<file path="src/rtl/assert_macros.svh">
// Assertion macros for RTL that carries concurrent checks; the core is their only user.
// No dependencies; take it in by `include where checks are written.
`ifndef ASSERT_MACROS_SVH
`define ASSERT_MACROS_SVH

// Check a property on every rising clock edge outside reset.
`define PDD_ASSERT(lbl, clk, rstn, prop) \
    lbl: assert property (@(posedge clk) disable iff (!(rstn)) (prop)) \
        else $error("pdd check failed");

// Check that a condition implies another in the same cycle.
`define PDD_ASSERT_IMP(lbl, clk, rstn, ante, cons) \
    `PDD_ASSERT(lbl, clk, rstn, (ante) |-> (cons))

`endif

</file>
<file path="src/rtl/pdd_pkg.sv">
// Shared constants, types and config codes of the peak detect decimator.
// No dependencies; used by every RTL module and interface through scoped names.
package pdd_pkg;

    localparam int SampleW = 16;
    localparam int CountW  = 16;
    localparam int MagW    = SampleW + 1;
    localparam int MaxRun  = 64;
    localparam int CntW    = $clog2(MaxRun);
    localparam int LimW    = CountW + CntW;
    localparam int ProdW   = 2 * CountW;
    localparam int AccW    = ProdW + 1;
    localparam int IdxW    = 2;
    localparam int DataW   = CountW;
    localparam int QDepth  = 2;
    localparam int QAw     = $clog2(QDepth);

    // Config register indexes
    typedef enum logic [IdxW-1:0] {
        CfgMode     = 2'd0,
        CfgInCount  = 2'd1,
        CfgOutCount = 2'd2
    } t_cfg_idx;

    // Effective configuration seen by the datapath
    typedef struct packed {
        logic              mode;
        logic [CountW-1:0] n;
        logic [CountW-1:0] t;
    } t_cfg;

    // One classified sample on its way from front to back
    typedef struct packed {
        logic signed [SampleW-1:0] sample;
        logic [MagW-1:0]           mag;
        logic [ProdW-1:0]          it;
        logic [AccW-1:0]           it2;
        logic                      series_end;
    } t_item;

    // One result transaction
    typedef struct packed {
        logic signed [SampleW-1:0] value;
        logic [CountW-1:0]         bin_index;
        logic                      last;
    } t_result;

    typedef struct packed {
        logic full;
        logic valid;
    } t_q_status;

    typedef struct packed {
        logic cont;
        logic step;
        logic emit;
        logic out_stall;
    } t_back_status;

endpackage

</file>
<file path="src/rtl/pdd_in_if.sv">
// Input sample channel: valid/ready handshake plus one signed sample.
// Depends on pdd_pkg for the sample width.
interface pdd_in_if;
    logic                               valid;
    logic                               ready;
    logic signed [pdd_pkg::SampleW-1:0] sample;

    modport source (output valid, output sample, input ready);
    modport sink (input valid, input sample, output ready);
endinterface

</file>
<file path="src/rtl/pdd_out_if.sv">
// Result channel: valid/ready handshake plus picked value, bin index and last flag.
// Depends on pdd_pkg for the field widths.
interface pdd_out_if;
    logic                               valid;
    logic                               ready;
    logic signed [pdd_pkg::SampleW-1:0] value;
    logic [pdd_pkg::CountW-1:0]         bin_index;
    logic                               last;

    modport source (output valid, output value, output bin_index, output last, input ready);
    modport sink (input valid, input value, input bin_index, input last, output ready);
endinterface

</file>
<file path="src/rtl/peak_detect_decimator_core.sv">
// Peak detect decimator: a series of in_count signed samples enters on i_in and
// out_count bin results leave on o_out, each the maximum (mode 0) or the first
// largest-magnitude sample (mode 1) of its bin, tagged with its bin index.
// Both channels use valid/ready; a transaction moves when both are high.
// Config: i_cfg_we writes i_cfg_data into register i_cfg_index (0 mode,
// 1 in_count, 2 out_count); any valid write restarts the series and holds
// i_in.ready low for one cycle.
// A taken sample is queued; the back end loads its result into the register that drives o_out.
// Throughput: one sample per cycle while each sample closes at most one bin and
// o_out is not stalled; a sample that closes more bins stays at the queue head,
// one result per cycle, and the two-entry queue then fills and holds i_in.ready low.
// A stalled o_out freezes its result register; the back end stops at the next
// sample that closes a bin, and the front keeps taking samples until the queue is full.
// Reset: synchronous active-low i_rst_n sets mode 0, in_count 1, out_count 1,
// empties the queue and clears all series state.
// Depends on pdd_pkg, pdd_in_if, pdd_out_if, pdd_cfg, pdd_front, pdd_fifo,
// pdd_back and assert_macros.svh.
`include "assert_macros.svh"

module peak_detect_decimator_core (
    input  logic                       i_clk,
    input  logic                       i_rst_n,
    input  logic                       i_cfg_we,
    input  logic [pdd_pkg::IdxW-1:0]   i_cfg_index,
    input  logic [pdd_pkg::DataW-1:0]  i_cfg_data,
    pdd_in_if.sink                     i_in,
    pdd_out_if.source                  o_out
);

    pdd_pkg::t_cfg         cfg;
    logic                  restart;
    logic                  push;
    logic                  pop;
    pdd_pkg::t_item        item;
    pdd_pkg::t_item        head;
    pdd_pkg::t_q_status    q_status;
    pdd_pkg::t_back_status b_status;

    pdd_cfg u_cfg (
        .i_clk     (i_clk),
        .i_rst_n   (i_rst_n),
        .i_we      (i_cfg_we),
        .i_index   (i_cfg_index),
        .i_data    (i_cfg_data),
        .o_cfg     (cfg),
        .o_restart (restart)
    );

    pdd_front u_front (
        .i_clk     (i_clk),
        .i_rst_n   (i_rst_n),
        .i_cfg     (cfg),
        .i_restart (restart),
        .i_q_full  (q_status.full),
        .i_in      (i_in),
        .o_push    (push),
        .o_item    (item)
    );

    pdd_fifo u_fifo (
        .i_clk    (i_clk),
        .i_rst_n  (i_rst_n),
        .i_push   (push),
        .i_item   (item),
        .i_pop    (pop),
        .o_head   (head),
        .o_status (q_status)
    );

    pdd_back u_back (
        .i_clk        (i_clk),
        .i_rst_n      (i_rst_n),
        .i_cfg        (cfg),
        .i_restart    (restart),
        .i_head_valid (q_status.valid),
        .i_head       (head),
        .o_pop        (pop),
        .o_status     (b_status),
        .o_out        (o_out)
    );

    // A bin run in progress always has its sample at the queue head
    `PDD_ASSERT_IMP(a_cont_has_head, i_clk, i_rst_n, b_status.cont, q_status.valid)
    // Never take a sample into a full queue
    `PDD_ASSERT_IMP(a_no_overflow, i_clk, i_rst_n, q_status.full, !push)
    // A stalled result register blocks any further emission
    `PDD_ASSERT_IMP(a_stall_blocks, i_clk, i_rst_n, b_status.out_stall && b_status.step,
                    !b_status.emit)
    // A run that continues starts from a result already in the register
    `PDD_ASSERT(a_cont_after_emit, i_clk, i_rst_n, $rose(b_status.cont) |-> o_out.valid)

endmodule

</file>
<file path="src/rtl/pdd_cfg.sv">
// Config register bank: holds mode, effective sample count and clipped bin count.
// Depends on pdd_pkg; issues a one-cycle restart after every valid write.
module pdd_cfg (
    input  logic                       i_clk,
    input  logic                       i_rst_n,
    input  logic                       i_we,
    input  logic [pdd_pkg::IdxW-1:0]   i_index,
    input  logic [pdd_pkg::DataW-1:0]  i_data,
    output pdd_pkg::t_cfg              o_cfg,
    output logic                       o_restart
);

    logic                        r_mode, n_mode;
    logic [pdd_pkg::CountW-1:0]  r_n, n_n;
    logic [pdd_pkg::CountW-1:0]  r_out, n_out;
    logic [pdd_pkg::CountW-1:0]  r_t, n_t;
    logic                        r_restart, n_restart;
    logic [pdd_pkg::LimW-1:0]    lim;

    // Map a zero count to one
    function automatic logic [pdd_pkg::CountW-1:0] eff(input logic [pdd_pkg::CountW-1:0] v);
        eff = (v == '0) ? pdd_pkg::CountW'(1) : v;
    endfunction

    // Decode the write and clip the bin count to the run limit
    always_comb begin
        n_mode    = r_mode;
        n_n       = r_n;
        n_out     = r_out;
        n_restart = 1'b0;
        if (i_we) begin
            case (pdd_pkg::t_cfg_idx'(i_index))
                pdd_pkg::CfgMode: begin
                    n_mode    = i_data[0];
                    n_restart = 1'b1;
                end
                pdd_pkg::CfgInCount: begin
                    n_n       = eff(i_data[pdd_pkg::CountW-1:0]);
                    n_restart = 1'b1;
                end
                pdd_pkg::CfgOutCount: begin
                    n_out     = eff(i_data[pdd_pkg::CountW-1:0]);
                    n_restart = 1'b1;
                end
                default: begin
                    n_restart = 1'b0;
                end
            endcase
        end
        lim = pdd_pkg::LimW'(n_n) * pdd_pkg::LimW'(pdd_pkg::MaxRun);
        n_t = (pdd_pkg::LimW'(n_out) > lim) ? lim[pdd_pkg::CountW-1:0] : n_out;
    end

    always_ff @(posedge i_clk) begin
        if (!i_rst_n) begin
            r_mode    <= 1'b0;
            r_n       <= pdd_pkg::CountW'(1);
            r_out     <= pdd_pkg::CountW'(1);
            r_t       <= pdd_pkg::CountW'(1);
            r_restart <= 1'b0;
        end else begin
            r_mode    <= n_mode;
            r_n       <= n_n;
            r_out     <= n_out;
            r_t       <= n_t;
            r_restart <= n_restart;
        end
    end

    assign o_cfg.mode = r_mode;
    assign o_cfg.n    = r_n;
    assign o_cfg.t    = r_t;
    assign o_restart  = r_restart;

endmodule

</file>
<file path="src/rtl/pdd_front.sv">
// Front end: accepts samples, tracks series position and the bound products.
// Depends on pdd_pkg and pdd_in_if; feeds classified items to the queue.
module pdd_front (
    input  logic              i_clk,
    input  logic              i_rst_n,
    input  pdd_pkg::t_cfg     i_cfg,
    input  logic              i_restart,
    input  logic              i_q_full,
    pdd_in_if.sink            i_in,
    output logic              o_push,
    output pdd_pkg::t_item    o_item
);

    logic [pdd_pkg::CountW-1:0]  r_i, n_i;
    logic [pdd_pkg::ProdW-1:0]   r_it, n_it;
    logic [pdd_pkg::CountW:0]    i_next;
    logic                        series_end;
    logic [pdd_pkg::MagW-1:0]    s_ext;

    // Stall while the queue is full or a restart is settling
    assign i_in.ready = !i_q_full && !i_restart;
    assign o_push     = i_in.valid && i_in.ready;

    // Classify the sample: magnitude, position products and series end
    always_comb begin
        s_ext      = {i_in.sample[pdd_pkg::SampleW-1], i_in.sample};
        i_next     = {1'b0, r_i} + (pdd_pkg::CountW+1)'(1);
        series_end = i_next >= {1'b0, i_cfg.n};

        o_item.sample     = i_in.sample;
        o_item.mag        = s_ext[pdd_pkg::MagW-1] ? (~s_ext + pdd_pkg::MagW'(1)) : s_ext;
        o_item.it         = r_it;
        o_item.it2        = pdd_pkg::AccW'(r_it) + pdd_pkg::AccW'({i_cfg.t, 1'b0});
        o_item.series_end = series_end;

        n_i  = r_i;
        n_it = r_it;
        if (i_restart) begin
            n_i  = '0;
            n_it = '0;
        end else if (o_push) begin
            n_i  = series_end ? '0 : i_next[pdd_pkg::CountW-1:0];
            n_it = series_end ? '0 : r_it + pdd_pkg::ProdW'(i_cfg.t);
        end
    end

    always_ff @(posedge i_clk) begin
        if (!i_rst_n) begin
            r_i  <= '0;
            r_it <= '0;
        end else begin
            r_i  <= n_i;
            r_it <= n_it;
        end
    end

endmodule

</file>
<file path="src/rtl/pdd_fifo.sv">
// Short item queue between front and back.
// Depends on pdd_pkg for the item type and depth.
module pdd_fifo (
    input  logic                i_clk,
    input  logic                i_rst_n,
    input  logic                i_push,
    input  pdd_pkg::t_item      i_item,
    input  logic                i_pop,
    output pdd_pkg::t_item      o_head,
    output pdd_pkg::t_q_status  o_status
);

    pdd_pkg::t_item           r_mem [pdd_pkg::QDepth];
    logic [pdd_pkg::QAw-1:0]  r_wp, n_wp;
    logic [pdd_pkg::QAw-1:0]  r_rp, n_rp;
    logic [pdd_pkg::QAw:0]    r_cnt, n_cnt;
    logic                     do_pop;

    // Advance pointers, wrapping at the depth
    always_comb begin
        do_pop = i_pop && (r_cnt != '0);
        n_wp   = r_wp;
        n_rp   = r_rp;
        n_cnt  = r_cnt;
        if (i_push) begin
            n_wp = (r_wp == pdd_pkg::QAw'(pdd_pkg::QDepth - 1)) ? '0 : r_wp + pdd_pkg::QAw'(1);
        end
        if (do_pop) begin
            n_rp = (r_rp == pdd_pkg::QAw'(pdd_pkg::QDepth - 1)) ? '0 : r_rp + pdd_pkg::QAw'(1);
        end
        if (i_push && !do_pop) begin
            n_cnt = r_cnt + (pdd_pkg::QAw+1)'(1);
        end else if (!i_push && do_pop) begin
            n_cnt = r_cnt - (pdd_pkg::QAw+1)'(1);
        end
    end

    always_ff @(posedge i_clk) begin
        if (!i_rst_n) begin
            r_wp  <= '0;
            r_rp  <= '0;
            r_cnt <= '0;
        end else begin
            r_wp  <= n_wp;
            r_rp  <= n_rp;
            r_cnt <= n_cnt;
        end
    end

    // Store the pushed item
    always_ff @(posedge i_clk) begin
        if (i_push) begin
            r_mem[r_wp] <= i_item;
        end
    end

    assign o_head         = r_mem[r_rp];
    assign o_status.full  = r_cnt == (pdd_pkg::QAw+1)'(pdd_pkg::QDepth);
    assign o_status.valid = r_cnt != '0;

endmodule

</file>
<file path="src/rtl/pdd_back.sv">
// Back end: updates the bin pick and emits one result per cycle into an output register unless o_out stalls.
// Depends on pdd_pkg and pdd_out_if; pops items from the queue when they are finished.
module pdd_back (
    input  logic                  i_clk,
    input  logic                  i_rst_n,
    input  pdd_pkg::t_cfg         i_cfg,
    input  logic                  i_restart,
    input  logic                  i_head_valid,
    input  pdd_pkg::t_item        i_head,
    output logic                  o_pop,
    output pdd_pkg::t_back_status o_status,
    pdd_out_if.source             o_out
);

    logic [pdd_pkg::AccW-1:0]          r_acc, n_acc;
    logic [pdd_pkg::CountW-1:0]        r_bin, n_bin;
    logic signed [pdd_pkg::SampleW-1:0] r_pick, n_pick;
    logic [pdd_pkg::MagW-1:0]          r_mag, n_mag;
    logic [pdd_pkg::CntW-1:0]          r_cnt, n_cnt;
    logic                              r_cont, n_cont;
    logic                              r_out_valid, n_out_valid;
    pdd_pkg::t_result                  r_out, n_out;

    logic                              fresh;
    logic signed [pdd_pkg::SampleW-1:0] pick_upd;
    logic [pdd_pkg::MagW-1:0]          mag_upd;
    logic                              emit, more, step, done, out_load;
    logic [pdd_pkg::AccW-1:0]          n_ext, acc_nx;
    logic [pdd_pkg::CntW:0]            cnt_ext;
    logic [pdd_pkg::CountW:0]          bin_ext;

    always_comb begin
        n_ext   = pdd_pkg::AccW'(i_cfg.n);
        acc_nx  = r_acc + n_ext;
        cnt_ext = {1'b0, r_cnt};
        bin_ext = {1'b0, r_bin};

        // Open a new bin on the first sample at or past its start
        fresh = !r_cont &&
                ((r_acc < n_ext) || ((r_acc - n_ext) >= pdd_pkg::AccW'(i_head.it)));

        pick_upd = r_pick;
        mag_upd  = r_mag;
        if (!r_cont) begin
            if (fresh) begin
                pick_upd = i_head.sample;
                mag_upd  = i_head.mag;
            end else if (!i_cfg.mode) begin
                if (i_head.sample > r_pick) begin
                    pick_upd = i_head.sample;
                    mag_upd  = i_head.mag;
                end
            end else if (i_head.mag > r_mag) begin
                pick_upd = i_head.sample;
                mag_upd  = i_head.mag;
            end
        end

        // Close a bin now, and look ahead for one more from this sample
        emit = (cnt_ext < (pdd_pkg::CntW+1)'(pdd_pkg::MaxRun)) &&
               (bin_ext < (pdd_pkg::CountW+1)'(i_cfg.t)) &&
               (r_acc < i_head.it2);
        more = ((cnt_ext + (pdd_pkg::CntW+1)'(1)) < (pdd_pkg::CntW+1)'(pdd_pkg::MaxRun)) &&
               ((bin_ext + (pdd_pkg::CountW+1)'(1)) < (pdd_pkg::CountW+1)'(i_cfg.t)) &&
               (acc_nx < i_head.it2);

        out_load = !r_out_valid || o_out.ready;
        step     = i_head_valid && (!emit || out_load);
        done     = !emit || !more;
        o_pop    = step && done;

        n_acc       = r_acc;
        n_bin       = r_bin;
        n_pick      = r_pick;
        n_mag       = r_mag;
        n_cnt       = r_cnt;
        n_cont      = r_cont;
        n_out       = r_out;
        n_out_valid = out_load ? 1'b0 : r_out_valid;

        if (step) begin
            if (emit) begin
                n_out.value     = pick_upd;
                n_out.bin_index = r_bin;
                n_out.last      = !more;
                n_out_valid     = 1'b1;
                n_acc           = acc_nx;
                n_bin           = r_bin + pdd_pkg::CountW'(1);
                n_pick          = i_head.sample;
                n_mag           = i_head.mag;
            end else begin
                n_pick = pick_upd;
                n_mag  = mag_upd;
            end
            if (done) begin
                n_cont = 1'b0;
                n_cnt  = '0;
                // Restart the series after its final sample
                if (i_head.series_end) begin
                    n_acc  = n_ext;
                    n_bin  = '0;
                    n_pick = '0;
                    n_mag  = '0;
                end
            end else begin
                n_cont = 1'b1;
                n_cnt  = r_cnt + pdd_pkg::CntW'(1);
            end
        end

        if (i_restart) begin
            n_acc  = n_ext;
            n_bin  = '0;
            n_pick = '0;
            n_mag  = '0;
            n_cnt  = '0;
            n_cont = 1'b0;
        end
    end

    always_ff @(posedge i_clk) begin
        if (!i_rst_n) begin
            r_acc       <= pdd_pkg::AccW'(1);
            r_bin       <= '0;
            r_pick      <= '0;
            r_mag       <= '0;
            r_cnt       <= '0;
            r_cont      <= 1'b0;
            r_out_valid <= 1'b0;
        end else begin
            r_acc       <= n_acc;
            r_bin       <= n_bin;
            r_pick      <= n_pick;
            r_mag       <= n_mag;
            r_cnt       <= n_cnt;
            r_cont      <= n_cont;
            r_out_valid <= n_out_valid;
        end
    end

    // Hold the result payload
    always_ff @(posedge i_clk) begin
        r_out <= n_out;
    end

    assign o_out.valid     = r_out_valid;
    assign o_out.value     = r_out.value;
    assign o_out.bin_index = r_out.bin_index;
    assign o_out.last      = r_out.last;

    assign o_status.cont      = r_cont;
    assign o_status.step      = step;
    assign o_status.emit      = emit;
    assign o_status.out_stall = !out_load;

endmodule

</file>
<file path="src/flat_wrapper.sv">
// flat-port wrapper written by rule: the top's interface ports become plain ports
module peak_detect_decimator_core_flat 
  (i_clk, i_rst_n, i_cfg_we, i_cfg_index, i_cfg_data, i_in_valid, i_in_sample, i_in_ready, o_out_valid, o_out_value, o_out_bin_index, o_out_last, o_out_ready);
  pdd_in_if i_in_i ();
  pdd_out_if o_out_i ();
  input  logic i_clk;
  input  logic i_rst_n;
  input  logic i_cfg_we;
  input  logic [pdd_pkg::IdxW-1:0] i_cfg_index;
  input  logic [pdd_pkg::DataW-1:0] i_cfg_data;
  input wire logic [$bits(i_in_i.valid)-1:0] i_in_valid;
  input wire logic [$bits(i_in_i.sample)-1:0] i_in_sample;
  output wire logic [$bits(i_in_i.ready)-1:0] i_in_ready;
  output wire logic [$bits(o_out_i.valid)-1:0] o_out_valid;
  output wire logic [$bits(o_out_i.value)-1:0] o_out_value;
  output wire logic [$bits(o_out_i.bin_index)-1:0] o_out_bin_index;
  output wire logic [$bits(o_out_i.last)-1:0] o_out_last;
  input wire logic [$bits(o_out_i.ready)-1:0] o_out_ready;
  assign i_in_i.valid = i_in_valid;
  assign i_in_i.sample = i_in_sample;
  assign i_in_ready = i_in_i.ready;
  assign o_out_valid = o_out_i.valid;
  assign o_out_value = o_out_i.value;
  assign o_out_bin_index = o_out_i.bin_index;
  assign o_out_last = o_out_i.last;
  assign o_out_i.ready = o_out_ready;
  peak_detect_decimator_core u_core (.i_clk(i_clk), .i_rst_n(i_rst_n), .i_cfg_we(i_cfg_we), .i_cfg_index(i_cfg_index), .i_cfg_data(i_cfg_data), .i_in(i_in_i), .o_out(o_out_i));
endmodule
</file>
<file path="config.mk">
export PLATFORM = sky130hd
export DESIGN_NAME = peak_detect_decimator_core_flat
export DESIGN_NICKNAME = d
export VERILOG_FILES = /design/src/rtl/pdd_pkg.sv /design/src/rtl/pdd_in_if.sv /design/src/rtl/pdd_out_if.sv /design/src/rtl/peak_detect_decimator_core.sv /design/src/rtl/pdd_cfg.sv /design/src/rtl/pdd_front.sv /design/src/rtl/pdd_fifo.sv /design/src/rtl/pdd_back.sv /design/src/flat_wrapper.sv
export VERILOG_INCLUDE_DIRS = /design/src /design/src/rtl
export SDC_FILE = /design/constraint.sdc
export NUM_CORES = 1
export LEC_CHECK = 0
export BUFFER_PORTS_ARGS = -buffer_cell sky130_fd_sc_hd__buf_2
export CAP_MARGIN = 20
export CELL_PAD_IN_SITES_DETAIL_PLACEMENT = 1
export CELL_PAD_IN_SITES_GLOBAL_PLACEMENT = 2
export CORE_ASPECT_RATIO = 0.9
export CORE_MARGIN = 3
export CORE_UTILIZATION = 45
export DETAILED_ROUTE_END_ITERATION = 6
export PLACE_DENSITY = 0.83
export REMOVE_ABC_BUFFERS = 1
export SLEW_MARGIN = 5
export SYNTH_ARGS = -nofsm -noshare
export SYNTH_HDL_FRONTEND = slang
export SYNTH_HIERARCHICAL = 1
export SYNTH_SLANG_ARGS = --single-unit
</file>
<file path="constraint.sdc">
create_clock -name i_clk -period 18.85 [get_ports i_clk]
set_clock_uncertainty 0.2 [all_clocks]
set_input_delay 1.885 -clock i_clk [delete_from_list [all_inputs] [get_ports i_clk]]
set_output_delay 1.885 -clock i_clk [all_outputs]
set_load 0.02 [all_outputs]
</file>
==> results of run 1 <==
-- registers in the layout (all words and copies together) (netlist names), 2 cells and up, named ones only --
signal / cells
u_core/u_back/o_out.bin_index: 16
u_core/u_back/o_out.value: 16
u_core/u_back/r_acc: 33
u_core/u_back/r_bin: 16
u_core/u_back/r_cnt: 6
u_core/u_back/r_mag: 17
u_core/u_back/r_pick: 16
u_core/u_cfg/r_n: 16
u_core/u_cfg/r_out: 16
u_core/u_cfg/r_t: 16
u_core/u_fifo/r_cnt: 2
u_core/u_fifo/r_mem: 198
u_core/u_front/r_i: 16
u_core/u_front/r_it: 32
-- area by class of cell --
cell class	count	area (sq um)	area share (%)
Multi-Input combinational cell	1784	13400	47.4
Sequential cell	424	10800	38.3
Clock buffer	67	1430	5.07
Tap cell	756	946	3.35
Inverter	207	778	2.76
Timing Repair Buffer	96	536	1.90
Clock inverter	25	328	1.16
-- critical path: stages (launching register included) --
cell and delay (ps):
sky130_fd_sc_hd__dfxtp_1 400, sky130_fd_sc_hd__ha_1 270, sky130_fd_sc_hd__fa_1 420, sky130_fd_sc_hd__nand2b_1 110
sky130_fd_sc_hd__a21oi_1 80, sky130_fd_sc_hd__o21ai_0 420, sky130_fd_sc_hd__a21oi_1 220, sky130_fd_sc_hd__a221oi_1 530
sky130_fd_sc_hd__o31ai_2 90, sky130_fd_sc_hd__buf_4 210, sky130_fd_sc_hd__nand2_1 180, sky130_fd_sc_hd__nor3_1 90
sky130_fd_sc_hd__xor2_1 160, sky130_fd_sc_hd__ha_1 300, sky130_fd_sc_hd__a21oi_1 150, sky130_fd_sc_hd__o21ai_0 130
sky130_fd_sc_hd__a2111oi_0 420, sky130_fd_sc_hd__nand2_1 220, sky130_fd_sc_hd__nor4b_1 800, sky130_fd_sc_hd__o31ai_1 170
sky130_fd_sc_hd__buf_4 220, sky130_fd_sc_hd__a21oi_1 320, sky130_fd_sc_hd__nor2_1 70, sky130_fd_sc_hd__o21ai_1 150
sky130_fd_sc_hd__ha_1 310, sky130_fd_sc_hd__or3_1 370, sky130_fd_sc_hd__a21boi_1 140
-- cells in the final DEF (no fill, tap or decap), types with 9 or more instances in the layout --
master,n
sky130_fd_sc_hd__a211oi_1,16
sky130_fd_sc_hd__a21o_1,23
sky130_fd_sc_hd__a21oi_1,154
sky130_fd_sc_hd__a22o_1,31
sky130_fd_sc_hd__a22oi_1,16
sky130_fd_sc_hd__a311oi_1,9
sky130_fd_sc_hd__and2_1,10
sky130_fd_sc_hd__and3_1,26
sky130_fd_sc_hd__buf_2,74
sky130_fd_sc_hd__buf_4,22
sky130_fd_sc_hd__clkbuf_1,9
sky130_fd_sc_hd__clkbuf_16,53
sky130_fd_sc_hd__clkinv_2,9
sky130_fd_sc_hd__dfxtp_1,192
sky130_fd_sc_hd__edfxtp_1,231
sky130_fd_sc_hd__ha_1,254
sky130_fd_sc_hd__inv_1,204
sky130_fd_sc_hd__mux2_2,104
sky130_fd_sc_hd__mux2_4,15
sky130_fd_sc_hd__mux2i_1,35
sky130_fd_sc_hd__nand2_1,158
sky130_fd_sc_hd__nand2b_1,19
sky130_fd_sc_hd__nand3_1,88
sky130_fd_sc_hd__nand4_1,52
sky130_fd_sc_hd__nor2_1,157
sky130_fd_sc_hd__nor2b_1,58
sky130_fd_sc_hd__nor3_1,50
sky130_fd_sc_hd__nor3b_1,11
sky130_fd_sc_hd__nor4_1,14
sky130_fd_sc_hd__o211ai_1,22
sky130_fd_sc_hd__o21a_1,13
sky130_fd_sc_hd__o21ai_0,87
sky130_fd_sc_hd__o311ai_0,11
sky130_fd_sc_hd__o31ai_1,14
sky130_fd_sc_hd__or2_2,9
sky130_fd_sc_hd__or3_1,16
sky130_fd_sc_hd__or4_1,16
sky130_fd_sc_hd__xnor2_1,104
sky130_fd_sc_hd__xor2_1,62
-- worst min-delay path by stage --
| stage | startpoint | to | slack [ps] | cells after the start |
|---|---|---|---|---|
| floorplan | u_core/u_front/r_i[14]$_SDFFE_PP0P_ | u_core/u_front/r_i[14]$_SDFFE_PP0P_ | 230 | 2 |
| global placement | u_core/u_front/r_i[14]$_SDFFE_PP0P_ | u_core/u_front/r_i[14]$_SDFFE_PP0P_ | 240 | 2 |
| detailed placement | u_core/u_front/r_i[14]$_SDFFE_PP0P_ | u_core/u_front/r_i[14]$_SDFFE_PP0P_ | 250 | 2 |
| CTS | u_core/u_front/r_i[14]$_SDFFE_PP0P_ | u_core/u_front/r_i[14]$_SDFFE_PP0P_ | 260 | 2 |
| global route | u_core/u_front/r_i[14]$_SDFFE_PP0P_ | u_core/u_front/r_i[14]$_SDFFE_PP0P_ | 280 | 2 |
| finish | u_core/u_front/r_i[14]$_SDFFE_PP0P_ | u_core/u_front/r_i[14]$_SDFFE_PP0P_ | 250 | 2 |
-- power breakdown --
group | internal [mW] | leakage, nW | switching (mW)
sequential | 1.15 | 3.80 | 0.0865
clock | 0.618 | 0.844 | 0.408
combinational | 0.574 | 6.88 | 0.966
total | 2.34 | 11.5 | 1.46
-- routing by layer --
| metal | track usage, % | up-vias |
|---|---|---|
| li1 | - | 9208 |
| met1 | 34.9 | 9812 |
| met2 | 41.3 | 429 |
| met3 | 5.07 | 97 |
| met4 | 6.34 | 0 |
| met5 | 0 | - |
-- per-stage QoR --
step           instances  hold slack, ps
6_report            3359             252
5_1_grt             3359             284
4_1_cts             3357             257
3_5_place_dp        3265             248
3_3_place_gp        3264             240
2_1_floorplan       2415             232
==> impl_metrics.sql, run 1 <==
INSERT INTO impl_metrics (metric_group, metric, value, unit) VALUES
('detailed_routing', 'detail_route.first_pass.iterations', '5', ''),
('worst_hold_path', 'hp-class', 'reg -> reg', ''),
('sta', 'slew_headroom', '24.1', '%'),
('sta', 'worst_pin_slew', '1120', 'ps'),
('place', 'hpwl', '57.4', 'mm'),
('cells_and_area', 'fill_cells', '6153', ''),
('clock_tree', 'cts_made_buffers', '49', ''),
('floorplan', 'die_width', '257', 'um'),
('detailed_routing', 'drc', '0', ''),
('synth', 'post_synth_inst_count', '2534', ''),
('sta', 'post-route-worst-setup-slack', '11640', 'ps'),
('floorplan', 'placement_row_count', '82', ''),
('critical_path', 'end_kind', 'flip-flop', ''),
('detailed_routing', 'vias', '19546', ''),
('sta', 'final.period_utilization', '38.3', '%'),
('cells_and_area', 'num-nets-final', '2859', ''),
('place', 'placedInstanceArea', '26400', 'sq um'),
('detailed_routing', 'top_routing_layer_used', 'met4', ''),
('detailed_routing', 'dr.first_iter.drc_count', '1246', ''),
('power_and_ir_drop', 'power_per_cell_area', '135', 'nW/um^2'),
('grt', 'overflow', '0', ''),
('cells_and_area', 'fin_util', '50.4', '%'),
('detailed_routing', 'detail-route-antenna-nets', '0', ''),
('clock_tree', 'ctsLongestPathBuffers', '3', ''),
('floorplan', 'die_height', '232', 'um'),
('clock_tree', 'tritoncts_num_sinks', '424', ''),
('cells_and_area', 'finish.instance_area', '28200', 'sq um'),
('sta', 'finalMaxSlewViolations', '0', ''),
('sta', 'clock.fmax', '139', 'MHz'),
('flow_run', 'drv_cap', '0', ''),
('clock_tree', 'clock_latency_late_sink', '610', 'ps'),
('power_and_ir_drop', 'totalPowerFinal', '3.80', 'mW'),
('grt', 'vias_in_the_first_global_route', '20237', ''),
('detailed_routing', 'wl_per_cell', '22.8', 'um'),
('clock_tree', 'hold_buffers', '0', ''),
('place', 'placement.setup.worst_slack', '11730', 'ps'),
('place', 'globalplace.congestion', '0.943', ''),
('outcome', 'outcome', 'completed', ''),
('synth', 'post_synth_instance_area', '25500', 'sq um'),
('sta', 'layout_min_cycle_time', '7210', 'ps'),
('grt', 'grt_pass1_wl', '118', 'mm'),
('critical_path', 'worstSetupStartpoint', 'u_core/u_cfg/r_n[0]$_SDFF_PN1_', ''),
('critical_path', 'worstPathRequired', '19190', 'ps'),
('critical_path', 'worst_r2r_endpoint', 'u_core/u_fifo/r_cnt[1]$_SDFFE_PN0P_', ''),
('detailed_routing', 'met2WireLength', '34.7', 'mm'),
('critical_path', 'path_max_fanout', '12', ''),
('synth', 'synth_area_per_cell', '10.1', 'sq um'),
('floorplan', 'design.core.area', '55900', 'sq um'),
('detailed_routing', 'avg_vias_per_cell', '5.82', ''),
('cells_and_area', 'post_route_cells_drive_above_1_share', '12.8', '%'),
('critical_path', 'worst-setup-path-type', 'reg -> reg', ''),
('sta', 'totalNegativeSetupSlack', '0', 'ps'),
('power_and_ir_drop', 'power.leakage', '11.5', 'nW'),
('floorplan', 'initial_utilization', '45.7', '%'),
('cells_and_area', 'flow.area_growth_from_synthesis', '10.4', '%'),
('critical_path', 'crit-reg2reg-launch', 'u_core/u_cfg/r_n[0]$_SDFF_PN1_', ''),
('floorplan', 'design.die.area', '59700', 'sq um'),
('critical_path', 'cp-start-kind', 'flip-flop', ''),
('grt', 'grt_start_max_net_pins', '57', ''),
('place', 'buffer_ports.inserted', '73', ''),
('cells_and_area', 'n_antenna_cell', '0', ''),
('critical_path', 'critical_path.endpoint', 'u_core/u_fifo/r_cnt[1]$_SDFFE_PN0P_', ''),
('clock_tree', 'root_buffer', 'sky130_fd_sc_hd__clkbuf_16', ''),
('clock_tree', 'post_cts_resized', '0', ''),
('critical_path', 'arrival_worst_endpoint', '7550', 'ps'),
('detailed_routing', 'final_wirelength', '76.5', 'mm'),
('sta', 'report.final.setup_viol', '0', ''),
('clock_tree', 'cts.repair_timing.setup_buffer_count', '0', ''),
('detailed_routing', 'm1WireLength', '35.4', 'mm'),
('clock_tree', 'clkTransAtPathRegs', '70', 'ps'),
('sta', 'final_hold_viol_count', '0', ''),
('grt', 'grt_antenna_before_repair', '5', ''),
('clock_tree', 'tritoncts', 'built', ''),
('clock_tree', 'cts.htree.levels', '2', ''),
('floorplan', 'floorplan.io_pins', '74', ''),
('detailed_routing', 'met3_length', '4.79', 'mm'),
('critical_path', 'worst-r2r-setup-slack', '11640', 'ps'),
('power_and_ir_drop', 'worst_ir_drop_vdd', '0.0000618', 'V'),
('sta', 'grt_setup_unrepaired', 'no', ''),
('grt', 'track_usage', '25.4', '%'),
('critical_path', 'reg2reg_depth', '26', ''),
('synth', 'synthesis.yosys.warnings', '6', '');
No activity file was read; power rests on OpenSTA's default activity.
==> inputs of run 2 (changes only) <==
- CORE_UTILIZATION: 45 -> 42
- PLACE_DENSITY: 0.83 -> 0.78
- clock period: 18.85 -> 7.3 ns (I/O delays scaled with it)
==> impl_metrics.sql, run 2 (same netlist as run 1, synthesis figures left out) <==
INSERT INTO impl_metrics (metric_group, metric, value, unit) VALUES
('outcome', 'outcome', 'completed', ''),
('floorplan', 'design.core.area', '60000', 'sq um'),
('sta', 'final.hold.worst_slack', '154', 'ps'),
('detailed_routing', 'detail-route-antenna-nets', '0', ''),
('critical_path', 'end_kind', 'flip-flop', ''),
('sta', 'worst_pin_slew', '1150', 'ps'),
('power_and_ir_drop', 'worst_ir_drop_vdd', '0.000193', 'V'),
('floorplan', 'design.die.area', '63800', 'sq um'),
('critical_path', 'worstPathRequired', '7630', 'ps'),
('cells_and_area', 'reg_top3', 'u_core/u_fifo/r_mem: 198 flops, u_core/u_back/r_acc: 33 flops, u_core/u_front/r_it: 32 flops', ''),
('place', 'buffer_ports.inserted', '73', ''),
('detailed_routing', 'final_wirelength', '77.5', 'mm'),
('cells_and_area', 'register_with_the_most_flip_flops', 'u_core/u_fifo/r_mem', ''),
('cells_and_area', 'multiInputGateArea', '13400', 'sq um'),
('cells_and_area', 'flow.area_growth_from_synthesis', '10.4', '%'),
('worst_hold_path', 'hp-class', 'in -> reg', ''),
('sta', 'clock.fmax', '149', 'MHz'),
('floorplan', 'die_width', '266', 'um'),
('floorplan', 'floorplan.io_pins', '74', ''),
('power_and_ir_drop', 'power.leakage', '11.5', 'nW'),
('sta', 'final_hold_viol_count', '0', ''),
('detailed_routing', 'vias', '19417', ''),
('detailed_routing', 'dr.first_iter.drc_count', '1338', ''),
('cells_and_area', 'most_frequent_standard_cell_in_the_layout_excluding_fill_and_tap_cells', 'sky130_fd_sc_hd__ha_1', ''),
('cells_and_area', 'largest_register_ff_count', '198', ''),
('critical_path', 'worst_path_largest_cell_delay', '650', 'ps'),
('sta', 'report.final.setup_viol', '0', ''),
('floorplan', 'initial_utilization', '42.6', '%'),
('worst_hold_path', 'hold_depth', '2', ''),
('place', 'hpwl', '58.9', 'mm'),
('power_and_ir_drop', 'totalPowerFinal', '9.77', 'mW'),
('clock_tree', 'clkTransAtPathRegs', '60', 'ps'),
('sta', 'layout_min_cycle_time', '6700', 'ps'),
('critical_path', 'critical_path_top_delay_cell', 'sky130_fd_sc_hd__a211oi_1', ''),
('grt', 'track_usage', '24.1', '%'),
('clock_tree', 'cts_made_buffers', '49', ''),
('clock_tree', 'tritoncts', 'built', ''),
('clock_tree', 'clock_latency_late_sink', '610', 'ps'),
('sta', 'slew_headroom', '22.3', '%'),
('floorplan', 'placement_row_count', '85', ''),
('detailed_routing', 'wl_per_cell', '22.9', 'um'),
('sta', 'finalMaxSlewViolations', '0', ''),
('place', 'globalplace.congestion', '0.903', ''),
('sta', 'grt_setup_unrepaired', 'no', ''),
('critical_path', 'cp-start-kind', 'flip-flop', ''),
('grt', 'overflow', '0', ''),
('cells_and_area', 'fill_cells', '6667', ''),
('critical_path', 'worst-setup-path-type', 'reg -> reg', ''),
('detailed_routing', 'drc', '0', ''),
('clock_tree', 'cts.repair_timing.setup_buffer_count', '0', ''),
('critical_path', 'path_max_fanout', '31', ''),
('critical_path', 'worst-r2r-setup-slack', '600', 'ps'),
('critical_path', 'crit_chain', 'inv_1, ha_1, o211ai_1, a21o_1, and3_1, o21ai_0, o21ai_0, and2_1, nand2_1, or4_1, xnor2_1, ha_1, nand4_1, nor3_1, a41oi_1, a31oi_1, a211oi_1, o211ai_1, o31a_1, buf_4, a21boi_2, buf_4, a22o_1', ''),
('grt', 'grt_pass1_wl', '119', 'mm'),
('clock_tree', 'hold_buffers', '0', ''),
('detailed_routing', 'avg_vias_per_cell', '5.73', ''),
('cells_and_area', 'num-nets-final', '2864', ''),
('clock_tree', 'post_cts_resized', '0', ''),
('critical_path', 'arrival_worst_endpoint', '7020', 'ps'),
('sta', 'totalNegativeSetupSlack', '0', 'ps'),
('grt', 'grt_antenna_before_repair', '4', ''),
('clock_tree', 'root_buffer', 'sky130_fd_sc_hd__clkbuf_16', ''),
('sta', 'final.period_utilization', '91.7', '%'),
('grt', 'vias_in_the_first_global_route', '19939', ''),
('grt', 'grt_start_max_net_pins', '62', ''),
('cells_and_area', 'register_area', '10800', 'sq um'),
('critical_path', 'reg2reg_depth', '23', ''),
('detailed_routing', 'detail_route.first_pass.iterations', '5', ''),
('power_and_ir_drop', 'power_per_cell_area', '346', 'nW/um^2'),
('flow_run', 'drv_cap', '0', ''),
('clock_tree', 'cts.htree.levels', '2', ''),
('cells_and_area', 'post_route_cells_drive_above_1_share', '12.7', '%'),
('clock_tree', 'tritoncts_num_sinks', '424', ''),
('cells_and_area', 'mostFrequentLayoutCells', 'sky130_fd_sc_hd__ha_1 (254), sky130_fd_sc_hd__edfxtp_1 (231), sky130_fd_sc_hd__inv_1 (204), sky130_fd_sc_hd__dfxtp_1 (192), sky130_fd_sc_hd__nand2_1 (158)', ''),
('floorplan', 'die_height', '240', 'um'),
('clock_tree', 'ctsLongestPathBuffers', '3', ''),
('cells_and_area', 'final_cells', '3391', ''),
('place', 'dp.cells', '3297', '');
-- run 2: cell count changes in the layout (fill, tap and decap cells not counted), sizes merged --
| cell | change |
|---|---|
| clkinv | +1 |
| clkbuf | +2 |
| buf | +5 |
| clkinvlp | -4 |
| diode | +1 |
-- run 2: critical path, delay by kind of cell, from the launching register on --
kind,cells,cell delay (ps)
compound gates,11,3140
simple gates,6,1270
buf+inv,3,680
fa+ha+maj,2,670
flops,1,390
xor+xnor,1,190
-- run 2: layout make-up --
cell class / count / share of cell area, %
diodes: 1 / 0.00888
clock buffers: 69 / 4.87
clock inverters: 22 / 1.03
inverters: 207 / 2.76
multi-input cells: 1784 / 47.4
flip-flops and latches: 424 / 38.3
well taps: 783 / 3.48
repair buffers: 101 / 2.12
-- run 2: power by group --
| part | switching (mW) | internal, mW | leakage, nW |
|---|---|---|---|
| logic | 2.54 | 1.50 | 6.91 |
| clock network | 1.03 | 1.53 | 0.813 |
| registers | 0.211 | 2.96 | 3.80 |
-- run 2: metal layers --
metal | vias up | track usage, % | part of all wire (%)
met4 | 2 | 6.00 | 2.1
met2 | 379 | 38.6 | 45
li1 | 9247 | - | -
met3 | 95 | 4.09 | 5.3
met1 | 9694 | 34.1 | 48
met5 | - | 0 | 0.014
-- run 2: metrics by stage --
stage	area [sq um]	worst slack, ps	utilization [%]
2_1_floorplan	24900	58.4	-
3_3_place_gp	26500	656	44.2
3_5_place_dp	26500	482	44.2
4_1_cts	28200	453	47.0
5_1_grt	28200	194	47.0
6_report	28200	604	47.0
-- run 2: worst paths after layout --
path | start | endpoint
max | u_core/u_cfg/r_n[2]$_SDFF_PN0_ | u_core/u_back/r_mag[8]$_SDFFE_PP0P_
min | i_cfg_index[1] | u_core/u_cfg/o_restart$_SDFF_PN0_
max reg2reg | u_core/u_cfg/r_n[2]$_SDFF_PN0_ | u_core/u_back/r_mag[8]$_SDFFE_PP0P_
min reg2reg | u_core/u_front/r_i[14]$_SDFFE_PP0P_ | u_core/u_front/r_i[14]$_SDFFE_PP0P_
==> inputs of run 3 (changes only) <==
- CORE_ASPECT_RATIO: 0.9 -> not set
==> impl_metrics.sql, run 3 (same netlist as run 1, synthesis figures left out) <==
INSERT INTO impl_metrics (metric_group, metric, value, unit) VALUES
('outcome', 'outcome', 'completed', ''),
('critical_path', 'critical_path_cell_count', '21', ''),
('critical_path', 'worst-setup-path-type', 'reg -> reg', ''),
('critical_path', 'reg2reg_depth', '21', ''),
('detailed_routing', 'vias', '19445', ''),
('clock_tree', 'ctsLongestPathBuffers', '3', ''),
('sta', 'final_hold_viol_count', '0', ''),
('cells_and_area', 'post_route_cells_drive_above_1_share', '12.5', '%'),
('clock_tree', 'cts_made_buffers', '49', ''),
('clock_tree', 'cts.htree.levels', '2', ''),
('critical_path', 'critical_path.endpoint', 'u_core/u_back/r_pick[4]$_SDFFE_PP0P_', ''),
('cells_and_area', 'most_frequent_standard_cell_in_the_layout_excluding_fill_and_tap_cells', 'sky130_fd_sc_hd__ha_1', ''),
('sta', 'layout_min_cycle_time', '6740', 'ps'),
('clock_tree', 'clock_latency_late_sink', '600', 'ps'),
('critical_path', 'path_max_fanout', '31', ''),
('place', 'buffer_ports.inserted', '73', ''),
('sta', 'totalNegativeSetupSlack', '0', 'ps'),
('clock_tree', 'clkTransAtPathRegs', '60', 'ps'),
('floorplan', 'design.die.area', '63800', 'sq um'),
('critical_path', 'cp-start-kind', 'flip-flop', ''),
('power_and_ir_drop', 'power_per_cell_area', '344', 'nW/um^2'),
('sta', 'report.final.setup_viol', '0', ''),
('sta', 'final.period_utilization', '92.3', '%'),
('critical_path', 'crit_chain', 'inv_1, ha_1, nand2_1, or4b_2, o21ai_0, nor2_1, a41oi_1, o21bai_1, a21oi_1, xnor2_1, ha_1, nand4_1, nor3_1, o211ai_1, a31o_2, o211ai_1, o31a_1, buf_4, a21boi_2, buf_4, a22o_1', ''),
('clock_tree', 'hold_buffers', '0', ''),
('floorplan', 'floorplan.io_pins', '74', ''),
('sta', 'grt_setup_unrepaired', 'no', ''),
('critical_path', 'worst_path_largest_cell_delay', '860', 'ps'),
('grt', 'vias_in_the_first_global_route', '20568', ''),
('detailed_routing', 'avg_vias_per_cell', '5.75', ''),
('cells_and_area', 'reg_top3', 'u_core/u_fifo/r_mem: 198 flops, u_core/u_back/r_acc: 33 flops, u_core/u_front/r_it: 32 flops', ''),
('grt', 'grt_start_max_net_pins', '62', ''),
('flow_run', 'drv_cap', '0', ''),
('floorplan', 'die_width', '253', 'um'),
('sta', 'finalMaxSlewViolations', '0', ''),
('cells_and_area', 'largest_register_ff_count', '198', ''),
('cells_and_area', 'register_with_the_most_flip_flops', 'u_core/u_fifo/r_mem', ''),
('floorplan', 'placement_row_count', '89', ''),
('critical_path', 'worst_r2r_endpoint', 'u_core/u_back/r_pick[4]$_SDFFE_PP0P_', ''),
('clock_tree', 'cts.repair_timing.setup_buffer_count', '0', ''),
('floorplan', 'design.core.area', '59600', 'sq um'),
('clock_tree', 'tritoncts_num_sinks', '424', ''),
('place', 'hpwl', '59.5', 'mm'),
('sta', 'slew_headroom', '29.3', '%'),
('grt', 'overflow', '0', ''),
('cells_and_area', 'mostFrequentLayoutCells', 'sky130_fd_sc_hd__ha_1 (254), sky130_fd_sc_hd__edfxtp_1 (231), sky130_fd_sc_hd__inv_1 (204), sky130_fd_sc_hd__dfxtp_1 (192), sky130_fd_sc_hd__nand2_1 (158)', ''),
('worst_hold_path', 'hp-class', 'in -> reg', ''),
('clock_tree', 'post_cts_resized', '0', ''),
('floorplan', 'die_height', '253', 'um'),
('detailed_routing', 'drc', '0', ''),
('grt', 'track_usage', '24.4', '%'),
('sta', 'worst_pin_slew', '1060', 'ps'),
('sta', 'clock.fmax', '148', 'MHz'),
('detailed_routing', 'detail-route-antenna-nets', '0', ''),
('cells_and_area', 'multiInputGateArea', '13400', 'sq um'),
('detailed_routing', 'detail_route.first_pass.iterations', '5', ''),
('critical_path', 'worstSetupStartpoint', 'u_core/u_cfg/r_n[7]$_SDFF_PN0_', ''),
('sta', 'final.hold.worst_slack', '135', 'ps'),
('critical_path', 'end_kind', 'flip-flop', ''),
('detailed_routing', 'dr.first_iter.drc_count', '924', ''),
('cells_and_area', 'register_area', '10800', 'sq um'),
('critical_path', 'worstPathRequired', '7580', 'ps'),
('clock_tree', 'tritoncts', 'built', ''),
('power_and_ir_drop', 'power.leakage', '11.5', 'nW'),
('detailed_routing', 'final_wirelength', '78.6', 'mm'),
('critical_path', 'worst-r2r-setup-slack', '560', 'ps'),
('power_and_ir_drop', 'worst_ir_drop_vdd', '0.000192', 'V'),
('floorplan', 'initial_utilization', '42.9', '%'),
('cells_and_area', 'flow.area_growth_from_synthesis', '10.2', '%'),
('cells_and_area', 'n_antenna_cell', '0', ''),
('clock_tree', 'root_buffer', 'sky130_fd_sc_hd__clkbuf_16', ''),
('place', 'globalplace.congestion', '0.900', ''),
('critical_path', 'critical_path_buf_inv_count', '3', ''),
('grt', 'grt_antenna_before_repair', '1', ''),
('critical_path', 'critical_path_top_delay_cell', 'sky130_fd_sc_hd__nor3_1', ''),
('cells_and_area', 'fill_cells', '6559', ''),
('grt', 'grt_pass1_wl', '120', 'mm'),
('critical_path', 'critical_path.top_delay_family', 'compound AO/OA/AOI/OAI gates', ''),
('cells_and_area', 'num-nets-final', '2866', ''),
('critical_path', 'crit-reg2reg-launch', 'u_core/u_cfg/r_n[7]$_SDFF_PN0_', ''),
('critical_path', 'arrival_worst_endpoint', '7020', 'ps'),
('detailed_routing', 'wl_per_cell', '23.2', 'um');
run 3: layout make-up:
| type | count | share of cell area, % |
|---|---|---|
| clock buffer | 72 | 4.91 |
| clock inverter | 20 | 0.871 |
| inverter | 207 | 2.76 |
| multi-input combinational | 1784 | 47.5 |
| sequential | 424 | 38.4 |
| tap | 773 | 3.44 |
| timing repair buffer | 103 | 2.17 |
run 3: metal layers:
metal	share of wire (%)	global-route usage (%)	vias to the layer above
met3	4.2	3.91	139
met5	0.017	0	-
met2	48	42.1	375
li1	-	-	9228
met1	44	31.0	9701
met4	3.7	8.88	2
run 3: worst min-delay path by stage:
| stage | end | cells after the start | slack (ps) | start |
|---|---|---|---|---|
| floorplan | u_core/u_front/r_i[14]$_SDFFE_PP0P_ | 2 | 230 | u_core/u_front/r_i[14]$_SDFFE_PP0P_ |
| global placement | u_core/u_front/r_i[15]$_SDFFE_PP0P_ | 2 | 240 | u_core/u_front/r_i[15]$_SDFFE_PP0P_ |
| detailed placement | u_core/u_front/r_i[14]$_SDFFE_PP0P_ | 2 | 250 | u_core/u_front/r_i[14]$_SDFFE_PP0P_ |
| CTS | u_core/u_cfg/o_restart$_SDFF_PN0_ | 2 | 100 | i_cfg_index[1] |
| global route | u_core/u_cfg/o_restart$_SDFF_PN0_ | 2 | 130 | i_cfg_index[1] |
| finish | u_core/u_cfg/o_restart$_SDFF_PN0_ | 2 | 130 | i_cfg_index[1] |
run 3: per-stage QoR:
stage / utilization, % / power, mW / setup slack [ps] / cell area [sq um] / instances
3_5_place_dp: 44.5 / 7.20 / 597 / 26500 / 3290
4_1_cts: 47.2 / 9.77 / 561 / 28100 / 3382
6_report: 47.3 / 9.68 / 562 / 28200 / 3383
2_1_floorplan: - / 5.85 / 58.4 / 24900 / 2415
3_3_place_gp: 44.5 / 7.06 / 613 / 26500 / 3288
5_1_grt: 47.3 / 10.3 / 114 / 28200 / 3383
run 3: worst register-to-register path, stage by stage (launching register included):
cell and delay (ps):
sky130_fd_sc_hd__dfxtp_1 400, sky130_fd_sc_hd__inv_1 80, sky130_fd_sc_hd__ha_1 420, sky130_fd_sc_hd__nand2_1 180, sky130_fd_sc_hd__or4b_2 620, sky130_fd_sc_hd__o21ai_0 360, sky130_fd_sc_hd__nor2_1 140, sky130_fd_sc_hd__a41oi_1 380
sky130_fd_sc_hd__o21bai_1 100, sky130_fd_sc_hd__a21oi_1 200, sky130_fd_sc_hd__xnor2_1 90, sky130_fd_sc_hd__ha_1 320, sky130_fd_sc_hd__nand4_1 200, sky130_fd_sc_hd__nor3_1 860, sky130_fd_sc_hd__o211ai_1 440, sky130_fd_sc_hd__a31o_2 410
sky130_fd_sc_hd__o211ai_1 120, sky130_fd_sc_hd__o31a_1 160, sky130_fd_sc_hd__buf_4 290, sky130_fd_sc_hd__a21boi_2 90, sky130_fd_sc_hd__buf_4 260, sky130_fd_sc_hd__a22o_1 310
run 3: report_power, final:
group,switching (mW),internal (mW)
clock network,1.02,1.49
registers,0.221,2.96
logic,2.50,1.49
